### src/design/ozss_pkg.sv
// Shared types and constants for the obstacle zone speed selector.
// Holds the zone codes, the word formats between the parts and the reset values.
// Depends on nothing; every other design file except ozss_fifo refers to it by scoped names.
package ozss_pkg;

	// Configuration port geometry.
	localparam int unsigned ADDR_W = 4;
	localparam int unsigned DATA_W = 32;

	// Register indexes, taken from paddr[3:2].
	typedef enum logic [1:0] {
		REG_NEAR_LIMIT   = 2'd0,
		REG_SLOW_LIMIT   = 2'd1,
		REG_SLOW_SPEED   = 2'd2,
		REG_CRUISE_SPEED = 2'd3
	} reg_idx_t;

	// Register reset values.
	localparam logic [7:0] NEAR_LIMIT_RST   = 8'd30;
	localparam logic [7:0] SLOW_LIMIT_RST   = 8'd50;
	localparam logic [6:0] SLOW_SPEED_RST   = 7'd30;
	localparam logic [6:0] CRUISE_SPEED_RST = 7'd70;

	// Stored distances come out of reset as far away as possible.
	localparam logic [7:0] DIST_RST = 8'd255;

	// Speed rule constants, in the 9-bit signed wheel speed format.
	localparam logic signed [8:0] SPIN_BACK   = -9'sd10;
	localparam logic signed [8:0] SIDE_OFFSET = 9'sd20;
	localparam logic signed [8:0] OUT_LIMIT   = 9'sd100;

	// Divide by ten as a multiply by 6554 / 2^16; exact for magnitudes below 2048.
	localparam logic [12:0] RECIP_DIV10 = 13'd6554;

	// Default queue depths.
	localparam int unsigned CMD_DEPTH_DEF = 2;
	localparam int unsigned RES_DEPTH_DEF = 2;

	typedef enum logic [1:0] {
		ZONE_NEAR  = 2'd0,
		ZONE_SLOW  = 2'd1,
		ZONE_CLEAR = 2'd2
	} zone_t;

	typedef struct packed {
		logic [7:0] near_limit;
		logic [7:0] slow_limit;
		logic [6:0] slow_speed;
		logic [6:0] cruise_speed;
	} cfg_t;

	// Classified word handed from the front part to the back part.
	typedef struct packed {
		zone_t      zone_fl;
		zone_t      zone_fr;
		zone_t      zone_sl;
		zone_t      zone_sr;
		logic [7:0] dist_sl;
		logic [7:0] dist_sr;
	} cmd_t;

	typedef struct packed {
		logic signed [7:0] left_speed;
		logic signed [7:0] right_speed;
	} res_t;

endpackage

### src/design/ozss_fifo.sv
// Small first-in first-out queue of packed words with full and empty flags.
// Used between the front and back parts and for the result words.
// Depends on nothing outside itself.
module ozss_fifo #(
	parameter int unsigned WIDTH = 8,
	parameter int unsigned DEPTH = 2
) (
	input  logic             clk,
	input  logic             arst_n,
	input  logic             push,
	input  logic [WIDTH-1:0] wdata,
	output logic             full,
	input  logic             pop,
	output logic [WIDTH-1:0] rdata,
	output logic             empty
);

	localparam int unsigned PW = (DEPTH > 1) ? $clog2(DEPTH) : 1;
	localparam int unsigned CW = $clog2(DEPTH + 1);

	logic [WIDTH-1:0] mem_q [DEPTH];
	logic [PW-1:0]    wr_ptr_q;
	logic [PW-1:0]    rd_ptr_q;
	logic [CW-1:0]    count_q;
	logic             do_push;
	logic             do_pop;

	assign full    = (count_q == CW'(DEPTH));
	assign empty   = (count_q == '0);
	assign do_push = push && !full;
	assign do_pop  = pop && !empty;
	assign rdata   = mem_q[rd_ptr_q];

	always_ff @(posedge clk) begin
		if (do_push) begin
			mem_q[wr_ptr_q] <= wdata;
		end
	end

	always_ff @(posedge clk or negedge arst_n) begin
		if (!arst_n) begin
			wr_ptr_q <= '0;
			rd_ptr_q <= '0;
			count_q  <= '0;
		end else begin
			if (do_push) begin
				wr_ptr_q <= (wr_ptr_q == PW'(DEPTH - 1)) ? '0 : wr_ptr_q + 1'b1;
			end
			if (do_pop) begin
				rd_ptr_q <= (rd_ptr_q == PW'(DEPTH - 1)) ? '0 : rd_ptr_q + 1'b1;
			end
			if (do_push && !do_pop) begin
				count_q <= count_q + 1'b1;
			end else if (do_pop && !do_push) begin
				count_q <= count_q - 1'b1;
			end
		end
	end

endmodule

### src/design/ozss_cfg.sv
// Configuration register file behind an APB-style port.
// Holds the zone limits and the slow and cruise speeds; uses ozss_pkg.
// The user must write the registers only while the block is idle; the block itself does not enforce this.
module ozss_cfg (
	input  logic                        clk,
	input  logic                        arst_n,
	input  logic                        psel,
	input  logic                        penable,
	input  logic                        pwrite,
	input  logic [ozss_pkg::ADDR_W-1:0] paddr,
	input  logic [ozss_pkg::DATA_W-1:0] pwdata,
	output logic [ozss_pkg::DATA_W-1:0] prdata,
	output logic                        pready,
	output ozss_pkg::cfg_t              cfg
);

	ozss_pkg::cfg_t     cfg_q;
	ozss_pkg::reg_idx_t idx;
	logic               wr_en;

	assign pready = 1'b1;
	assign idx    = ozss_pkg::reg_idx_t'(paddr[3:2]);
	assign wr_en  = psel && penable && pwrite && pready;
	assign cfg    = cfg_q;

	always_ff @(posedge clk or negedge arst_n) begin
		if (!arst_n) begin
			cfg_q.near_limit   <= ozss_pkg::NEAR_LIMIT_RST;
			cfg_q.slow_limit   <= ozss_pkg::SLOW_LIMIT_RST;
			cfg_q.slow_speed   <= ozss_pkg::SLOW_SPEED_RST;
			cfg_q.cruise_speed <= ozss_pkg::CRUISE_SPEED_RST;
		end else if (wr_en) begin
			case (idx)
				ozss_pkg::REG_NEAR_LIMIT:   cfg_q.near_limit   <= pwdata[7:0];
				ozss_pkg::REG_SLOW_LIMIT:   cfg_q.slow_limit   <= pwdata[7:0];
				ozss_pkg::REG_SLOW_SPEED:   cfg_q.slow_speed   <= pwdata[6:0];
				ozss_pkg::REG_CRUISE_SPEED: cfg_q.cruise_speed <= pwdata[6:0];
				default: ;
			endcase
		end
	end

	always_comb begin
		case (idx)
			ozss_pkg::REG_NEAR_LIMIT:   prdata = {24'd0, cfg_q.near_limit};
			ozss_pkg::REG_SLOW_LIMIT:   prdata = {24'd0, cfg_q.slow_limit};
			ozss_pkg::REG_SLOW_SPEED:   prdata = {25'd0, cfg_q.slow_speed};
			ozss_pkg::REG_CRUISE_SPEED: prdata = {25'd0, cfg_q.cruise_speed};
			default:                    prdata = '0;
		endcase
	end

endmodule

### src/design/ozss_front.sv
// Front part: stores the four sonar distances and sorts them into zones.
// Emits one classified word per accepted input word; uses ozss_pkg.
module ozss_front (
	input  logic           clk,
	input  logic           arst_n,
	input  ozss_pkg::cfg_t cfg,
	input  logic           accept,
	input  logic           mode,
	input  logic [7:0]     dist_left,
	input  logic [7:0]     dist_right,
	output ozss_pkg::cmd_t cmd
);

	logic [7:0] dist_q [4];
	logic [7:0] dist_nx [4];

	function automatic ozss_pkg::zone_t zone_of(input logic [7:0] d,
	                                            input ozss_pkg::cfg_t c);
		ozss_pkg::zone_t z;
		if (d < c.near_limit) begin
			z = ozss_pkg::ZONE_NEAR;
		end else if (d < c.slow_limit) begin
			z = ozss_pkg::ZONE_SLOW;
		end else begin
			z = ozss_pkg::ZONE_CLEAR;
		end
		return z;
	endfunction

	// The incoming pair replaces the front or the side pair.
	always_comb begin
		dist_nx[0] = mode ? dist_q[0] : dist_left;
		dist_nx[1] = mode ? dist_q[1] : dist_right;
		dist_nx[2] = mode ? dist_left : dist_q[2];
		dist_nx[3] = mode ? dist_right : dist_q[3];
	end

	always_comb begin
		cmd.zone_fl = zone_of(dist_nx[0], cfg);
		cmd.zone_fr = zone_of(dist_nx[1], cfg);
		cmd.zone_sl = zone_of(dist_nx[2], cfg);
		cmd.zone_sr = zone_of(dist_nx[3], cfg);
		cmd.dist_sl = dist_nx[2];
		cmd.dist_sr = dist_nx[3];
	end

	always_ff @(posedge clk or negedge arst_n) begin
		if (!arst_n) begin
			for (int i = 0; i < 4; i++) begin
				dist_q[i] <= ozss_pkg::DIST_RST;
			end
		end else if (accept) begin
			for (int i = 0; i < 4; i++) begin
				dist_q[i] <= dist_nx[i];
			end
		end
	end

endmodule

### src/design/ozss_back.sv
// Back part: applies the speed rules to the held wheel speeds.
// Takes classified words, produces saturated result words; uses ozss_pkg.
module ozss_back (
	input  logic           clk,
	input  logic           arst_n,
	input  ozss_pkg::cfg_t cfg,
	input  logic           cmd_valid,
	input  ozss_pkg::cmd_t cmd,
	output logic           cmd_pop,
	input  logic           res_full,
	output logic           res_push,
	output ozss_pkg::res_t res
);

	logic signed [8:0] m0_q;
	logic signed [8:0] m1_q;
	logic signed [8:0] m0_nx;
	logic signed [8:0] m1_nx;
	logic signed [8:0] s9;
	logic signed [8:0] t9;
	logic signed [8:0] top;
	logic signed [8:0] third_in;
	logic signed [8:0] third_out;
	logic              fire;
	logic              fl_near;
	logic              fr_near;
	logic              sl_near;
	logic              sr_near;

	// (a+b)/2 truncated toward zero.
	function automatic logic signed [8:0] half_step(input logic signed [8:0] a,
	                                                input logic signed [8:0] b);
		logic [9:0] sum;
		logic [9:0] adj;
		sum = {a[8], a} + {b[8], b};
		adj = sum + {9'd0, sum[9] & sum[0]};
		return adj[9:1];
	endfunction

	function automatic logic signed [7:0] saturate(input logic signed [8:0] v);
		logic signed [7:0] o;
		if (v > ozss_pkg::OUT_LIMIT) begin
			o = 8'(ozss_pkg::OUT_LIMIT);
		end else if (v < -ozss_pkg::OUT_LIMIT) begin
			o = 8'(-ozss_pkg::OUT_LIMIT);
		end else begin
			o = v[7:0];
		end
		return o;
	endfunction

	assign s9      = {2'b00, cfg.slow_speed};
	assign t9      = {2'b00, cfg.cruise_speed};
	assign fire    = cmd_valid && !res_full;
	assign cmd_pop = fire;
	assign fl_near = (cmd.zone_fl == ozss_pkg::ZONE_NEAR);
	assign fr_near = (cmd.zone_fr == ozss_pkg::ZONE_NEAR);
	assign sl_near = (cmd.zone_sl == ozss_pkg::ZONE_NEAR);
	assign sr_near = (cmd.zone_sr == ozss_pkg::ZONE_NEAR);
	assign top     = (m0_q > m1_q) ? m0_q : m1_q;

	// The 0.3 step, (7m+3S)/10 truncated toward zero, is needed on one wheel at most.
	assign third_in = (cmd.zone_fr == ozss_pkg::ZONE_SLOW) ? m1_q : m0_q;

	always_comb begin
		logic [12:0] x;
		logic [12:0] xm;
		logic [12:0] xs;
		logic [12:0] mag;
		logic [23:0] prod;
		logic [8:0]  q;
		xm   = {{4{third_in[8]}}, third_in};
		xs   = {6'd0, cfg.slow_speed};
		x    = (xm << 3) - xm + (xs << 1) + xs;
		mag  = x[12] ? (13'd0 - x) : x;
		prod = 24'(mag[10:0]) * 24'(ozss_pkg::RECIP_DIV10);
		q    = {1'b0, prod[23:16]};
		third_out = x[12] ? (9'd0 - q) : q;
	end

	always_comb begin
		m0_nx = m0_q;
		m1_nx = m1_q;
		if (fl_near && fr_near) begin
			if (sl_near && sr_near) begin
				m0_nx = s9;
				m1_nx = -s9;
			end else begin
				m0_nx = (cmd.dist_sl < cmd.dist_sr) ? s9 : ozss_pkg::SPIN_BACK;
				m1_nx = (cmd.dist_sl > cmd.dist_sr) ? s9 : ozss_pkg::SPIN_BACK;
			end
		end else if (fl_near) begin
			m0_nx = s9;
			m1_nx = ozss_pkg::SPIN_BACK;
		end else if (fr_near) begin
			m0_nx = ozss_pkg::SPIN_BACK;
			m1_nx = s9;
		end else if (cmd.zone_fl == ozss_pkg::ZONE_CLEAR
		             && cmd.zone_fr == ozss_pkg::ZONE_CLEAR) begin
			if (sl_near != sr_near) begin
				m0_nx = sl_near ? s9 : $signed({1'b0, cmd.dist_sl}) - ozss_pkg::SIDE_OFFSET;
				m1_nx = sr_near ? s9 : $signed({1'b0, cmd.dist_sr}) - ozss_pkg::SIDE_OFFSET;
			end else if (top < t9) begin
				m0_nx = half_step(top, t9);
				m1_nx = half_step(top, t9);
			end else begin
				m0_nx = t9;
				m1_nx = t9;
			end
		end else if (cmd.zone_fl == cmd.zone_fr) begin
			m0_nx = half_step(m0_q, s9);
			m1_nx = half_step(m1_q, s9);
		end else if (cmd.zone_fr == ozss_pkg::ZONE_SLOW) begin
			m0_nx = half_step(m0_q, s9);
			m1_nx = third_out;
		end else begin
			m0_nx = third_out;
			m1_nx = half_step(m1_q, s9);
		end
	end

	assign res_push        = fire;
	assign res.left_speed  = saturate(m0_nx);
	assign res.right_speed = saturate(m1_nx);

	always_ff @(posedge clk or negedge arst_n) begin
		if (!arst_n) begin
			m0_q <= '0;
			m1_q <= '0;
		end else if (fire) begin
			m0_q <= m0_nx;
			m1_q <= m1_nx;
		end
	end

endmodule

### src/design/obstacle_zone_speed_select.sv
// Obstacle zone speed selector: sonar distance pairs in, left and right motor speeds out.
// An accepted word passes through the classified-word queue and the back part into the result queue.
// Throughput: one word per cycle while the result queue has room, set by the combinational rule stage in the back part.
// Reset (arst_n low, asynchronous): queues empty, distances 255, wheel speeds zero,
// registers at near 30, slow 50, slow speed 30, cruise 70. Depends on ozss_pkg.
module obstacle_zone_speed_select #(
	parameter int unsigned CMD_DEPTH = ozss_pkg::CMD_DEPTH_DEF,
	parameter int unsigned RES_DEPTH = ozss_pkg::RES_DEPTH_DEF
) (
	input  logic                        clk,
	input  logic                        arst_n,
	// Input word queue side.
	input  logic                        push,
	output logic                        full,
	input  logic                        mode,
	input  logic [7:0]                  dist_left,
	input  logic [7:0]                  dist_right,
	// Result word queue side.
	output logic                        empty,
	input  logic                        pop,
	output logic signed [7:0]           left_speed,
	output logic signed [7:0]           right_speed,
	// Configuration port.
	input  logic                        psel,
	input  logic                        penable,
	input  logic                        pwrite,
	input  logic [ozss_pkg::ADDR_W-1:0] paddr,
	input  logic [ozss_pkg::DATA_W-1:0] pwdata,
	output logic [ozss_pkg::DATA_W-1:0] prdata,
	output logic                        pready
);

	ozss_pkg::cfg_t cfg;
	ozss_pkg::cmd_t cmd_in;
	ozss_pkg::cmd_t cmd_out;
	ozss_pkg::res_t res_in;
	ozss_pkg::res_t res_out;
	logic           accept;
	logic           cmd_empty;
	logic           cmd_pop;
	logic           res_full;
	logic           res_push;

	// An input word is taken whenever the classified-word queue has room.
	assign accept = push && !full;

	ozss_cfg u_cfg (
		.clk     (clk),
		.arst_n  (arst_n),
		.psel    (psel),
		.penable (penable),
		.pwrite  (pwrite),
		.paddr   (paddr),
		.pwdata  (pwdata),
		.prdata  (prdata),
		.pready  (pready),
		.cfg     (cfg)
	);

	// The front part updates the stored distances and classifies all four
	// in the same cycle that the word is accepted.
	ozss_front u_front (
		.clk        (clk),
		.arst_n     (arst_n),
		.cfg        (cfg),
		.accept     (accept),
		.mode       (mode),
		.dist_left  (dist_left),
		.dist_right (dist_right),
		.cmd        (cmd_in)
	);

	// The classified words wait here so that the front keeps accepting while
	// the back is held by a full result queue.
	ozss_fifo #(
		.WIDTH ($bits(ozss_pkg::cmd_t)),
		.DEPTH (CMD_DEPTH)
	) u_cmd_fifo (
		.clk    (clk),
		.arst_n (arst_n),
		.push   (push),
		.wdata  (cmd_in),
		.full   (full),
		.pop    (cmd_pop),
		.rdata  (cmd_out),
		.empty  (cmd_empty)
	);

	// The back part applies the speed rules to the held wheel speeds, one classified
	// word per cycle while the result queue has room, and hands over the saturated speeds.
	ozss_back u_back (
		.clk       (clk),
		.arst_n    (arst_n),
		.cfg       (cfg),
		.cmd_valid (!cmd_empty),
		.cmd       (cmd_out),
		.cmd_pop   (cmd_pop),
		.res_full  (res_full),
		.res_push  (res_push),
		.res       (res_in)
	);

	// Result words wait here until the consumer pops them.
	ozss_fifo #(
		.WIDTH ($bits(ozss_pkg::res_t)),
		.DEPTH (RES_DEPTH)
	) u_res_fifo (
		.clk    (clk),
		.arst_n (arst_n),
		.push   (res_push),
		.wdata  (res_in),
		.full   (res_full),
		.pop    (pop),
		.rdata  (res_out),
		.empty  (empty)
	);

	assign left_speed  = res_out.left_speed;
	assign right_speed = res_out.right_speed;

endmodule

### config.mk
export PLATFORM = sky130hd
export DESIGN_NAME = obstacle_zone_speed_select
export DESIGN_NICKNAME = d
export VERILOG_FILES = /design/src/design/ozss_pkg.sv /design/src/design/ozss_fifo.sv /design/src/design/ozss_cfg.sv /design/src/design/ozss_front.sv /design/src/design/ozss_back.sv /design/src/design/obstacle_zone_speed_select.sv
export SDC_FILE = /design/constraint.sdc
export NUM_CORES = 1
export LEC_CHECK = 0
export BUFFER_PORTS_ARGS = -buffer_cell sky130_fd_sc_hd__buf_2
export CORE_ASPECT_RATIO = 0.75
export CORE_MARGIN = 2
export CORE_UTILIZATION = 50
export DETAILED_ROUTE_END_ITERATION = 10
export GPL_ROUTABILITY_DRIVEN = 0
export PLACE_DENSITY = 0.65
export SLEW_MARGIN = 10
export SYNTH_ARGS = -nofsm -noshare
export SYNTH_HDL_FRONTEND = slang
export SYNTH_SLANG_ARGS = --single-unit
export TNS_END_PERCENT = 50
### constraint.sdc
create_clock -name clk -period 14.7 [get_ports clk]
set_input_delay 0.735 -clock clk [delete_from_list [all_inputs] [get_ports clk]]
set_output_delay 0.735 -clock clk [all_outputs]
set_load 0.02 [all_outputs]
==> results.md <==
* Synth area leaders: ha_1 15%, edfxtp_1 14%, dfstp_2 7.2%
* Clock Latency Late Sink at 450 ps
* Overall Global Routing Usage at 25.9%
* Clock root buffer: clkbuf_16
* Via count at 13683
* Worst-Margin Slew at 982 ps
* Seq/Total Area, Yosys at 27.7%
* Port Buffers at 59
* Die W at 216 um
* Critical Path Start Type: flop
* Largest fanout on the critical path at 17
* Die area at 35200 um2
* WL/cell at 19.9 um
* Core Box Area at 33400 um2
* Largest net degree at the start of global routing at 67
* Status: finished clean
* Vias in the first global route at 12937
* Tmin final at 12570 ps
* Hold WC Path Type: in -> async
* Distinct cells, synth at 105
* 1st-iter DRT viols at 1279
* Setup crit end kind: flop
* H-tree levels at 4
* Starting Density at 50.5%
* Post-synth top area share at 15.0%
* First drt pass iteration count at 6
* FF-to-FF Start: u_cmd_fifo.rd_ptr_q
* Post-synth EDFFs at 80
* Hold_buf cts at 0
* Final wirelength at 45100 um
* Slew headroom at 34.6%
* Post_cts resized at 0
* CTS tree: built
* Synth Warn # at 0
* CP arrival at 12710 ps
* Most common cell after layout, fill and taps aside: ha_1
* FP Rows at 58
* CTS Buffer Depth at 2
* Total CTS buffers at 17
* # clock sinks at 168
* IO Pins at 111
* Detail Route Antenna Nets at 0
* RSZ-0062 raised after global routing: false
* Crit Path Category: reg -> reg
* DR vias/cell at 6.03
* Residual DRC count at 0
* N_diodes at 0
* Setup violators final at 0
* Cell taking the most area after synthesis: ha_1
* Worst path slowest cell: mux2i_1
* Fill count at 3058
* Commonest cells after routing, fill and taps aside: 202 x ha_1, 156 x inv_1, 113 x nand2_1, 107 x mux2_2, 104 x o21ai_0
* Setup Skew at 17.7 ps
* Post-DP HPWL at 35800 um
* Nets@finish at 2111
* Fmax at 0.0796 GHz
* Post-Synthesis Cells at 1766
* Global-route wire length before repair at 71600 um
* Number of setup buffers added after CTS at 0
* Fin crit share at 85.5%
* Synthesized area per cell at 9.54 um2
* Post-Syn Area at 16800 um2
* Setup TNS at 0 ps
* CP required at 14850 ps
* Area grow syn2layout at 7.47%
* Initial antenna violation count at 0
* Slowest cell delay on critical path at 750 ps
* Primary FF master, synth: edfxtp_1
* CTS clk-pin slew, worst paths at 80 ps
* Final slew viol count at 0
* Share of cells above drive strength 1 at 17.3%
* Total grt overflow at 0
* Ys async rst share at 52.4%
* Die Height at 163 um
* Max-cap violations at 0
* Synthesized flop and latch total at 168
* Crit path launch: u_cmd_fifo.rd_ptr_q
* Final hold vios at 0
==> cells by family after synthesis <==
| logic type | Yosys count | share of synthesized area [%] |
|---|---|---|
| AO/OA/AOI/OAI | 442 | 18.2 |
| XOR/XNOR | 75 | 4.03 |
| flip-flops | 168 | 27.7 |
| AND/OR/NAND/NOR | 439 | 13.3 |
| other | 2 | 0.0446 |
| adder cells (fa/ha/maj) | 252 | 20.6 |
| buffers and inverters | 235 | 5.82 |
| multiplexers | 153 | 10.4 |
==> critical path: cells and delay by family, from the launching register on <==
kind | cells | cell delay (ps)
AOI/OAI and AO/OA | 10 | 3070
xor gates and xnor gates | 3 | 1290
adders and majority gates | 10 | 4340
buffers and inverters | 5 | 490
DFF | 1 | 460
muxes | 2 | 1170
and+or+nand+nor | 6 | 1390
==> metrics by stage <==
stage                     hold WS [ps]  instances  instance area, um2  utilization (%)  setup WS (ps)
final                              187       2268               18100             54.2           2130
after global routing               199       2268               18100             54.2           1580
after CTS                          192       2268               18100             54.2           2360
after detailed placement           477       2236               17500             52.6           2370
after global placement             468       2236               17500             52.6           2510
after floorplan                    439       1789               16900                -           3150
==> Yosys cell counts, drive strengths merged (42+ instances only) <==
cell / count
o21ai: 106
edfxtp: 80
inv: 156
xnor2: 46
mux2: 108
ha: 202
clkbuf: 49
dfstp: 46
nor2: 96
a21oi: 99
nand2: 114
dfrtp: 42
fa: 44
==> area by class of cell <==
cell class | count | area (um2) | area share, %
sequential | 168 | 4660 | 25.8
clock inverter | 14 | 130 | 0.719
tap | 450 | 563 | 3.11
timing repair buffer | 76 | 425 | 2.35
clock buffer | 18 | 429 | 2.37
multi-input combinational | 1386 | 11300 | 62.5
inverter | 156 | 586 | 3.23
==> registers in the layout, indices dropped and copies added, names as in the netlist, 2 cells and up <==
name                flops
u_cmd_fifo.mem_q       48
u_front.dist_q         32
u_res_fifo.mem_q       32
u_cfg.cfg              30
u_back.m0_q             9
u_back.m1_q             9
u_cmd_fifo.count_q      2
u_res_fifo.count_q      2
==> path summary, 6_finish.rpt <==
kind | end | slack [ps] | depth (start not counted)
max in group asynchronous | u_cmd_fifo.rd_ptr_q | 13350 | 2
setup reg to reg | u_res_fifo.mem_q[0][2] | 2130 | 36
hold / removal | u_res_fifo.count_q[1] | 190 | 1
min in group clk | u_front.dist_q[16] | 490 | 2
setup / recovery | u_res_fifo.mem_q[0][2] | 2130 | 36
hold reg to reg | u_front.dist_q[16] | 490 | 2
==> routing by layer <==
metal  track usage (%)  share of wire [%]  vias up
met2              36.9                 41      501
met4              5.35                1.6        2
li1                  -                  -     6529
met5              1.53               0.16        -
met1              39.3                 49     6587
met3              6.55                9.1       64
Power is not shown: default switching activity piles up to over one toggle a cycle in this logic, so the estimate is an artifact.
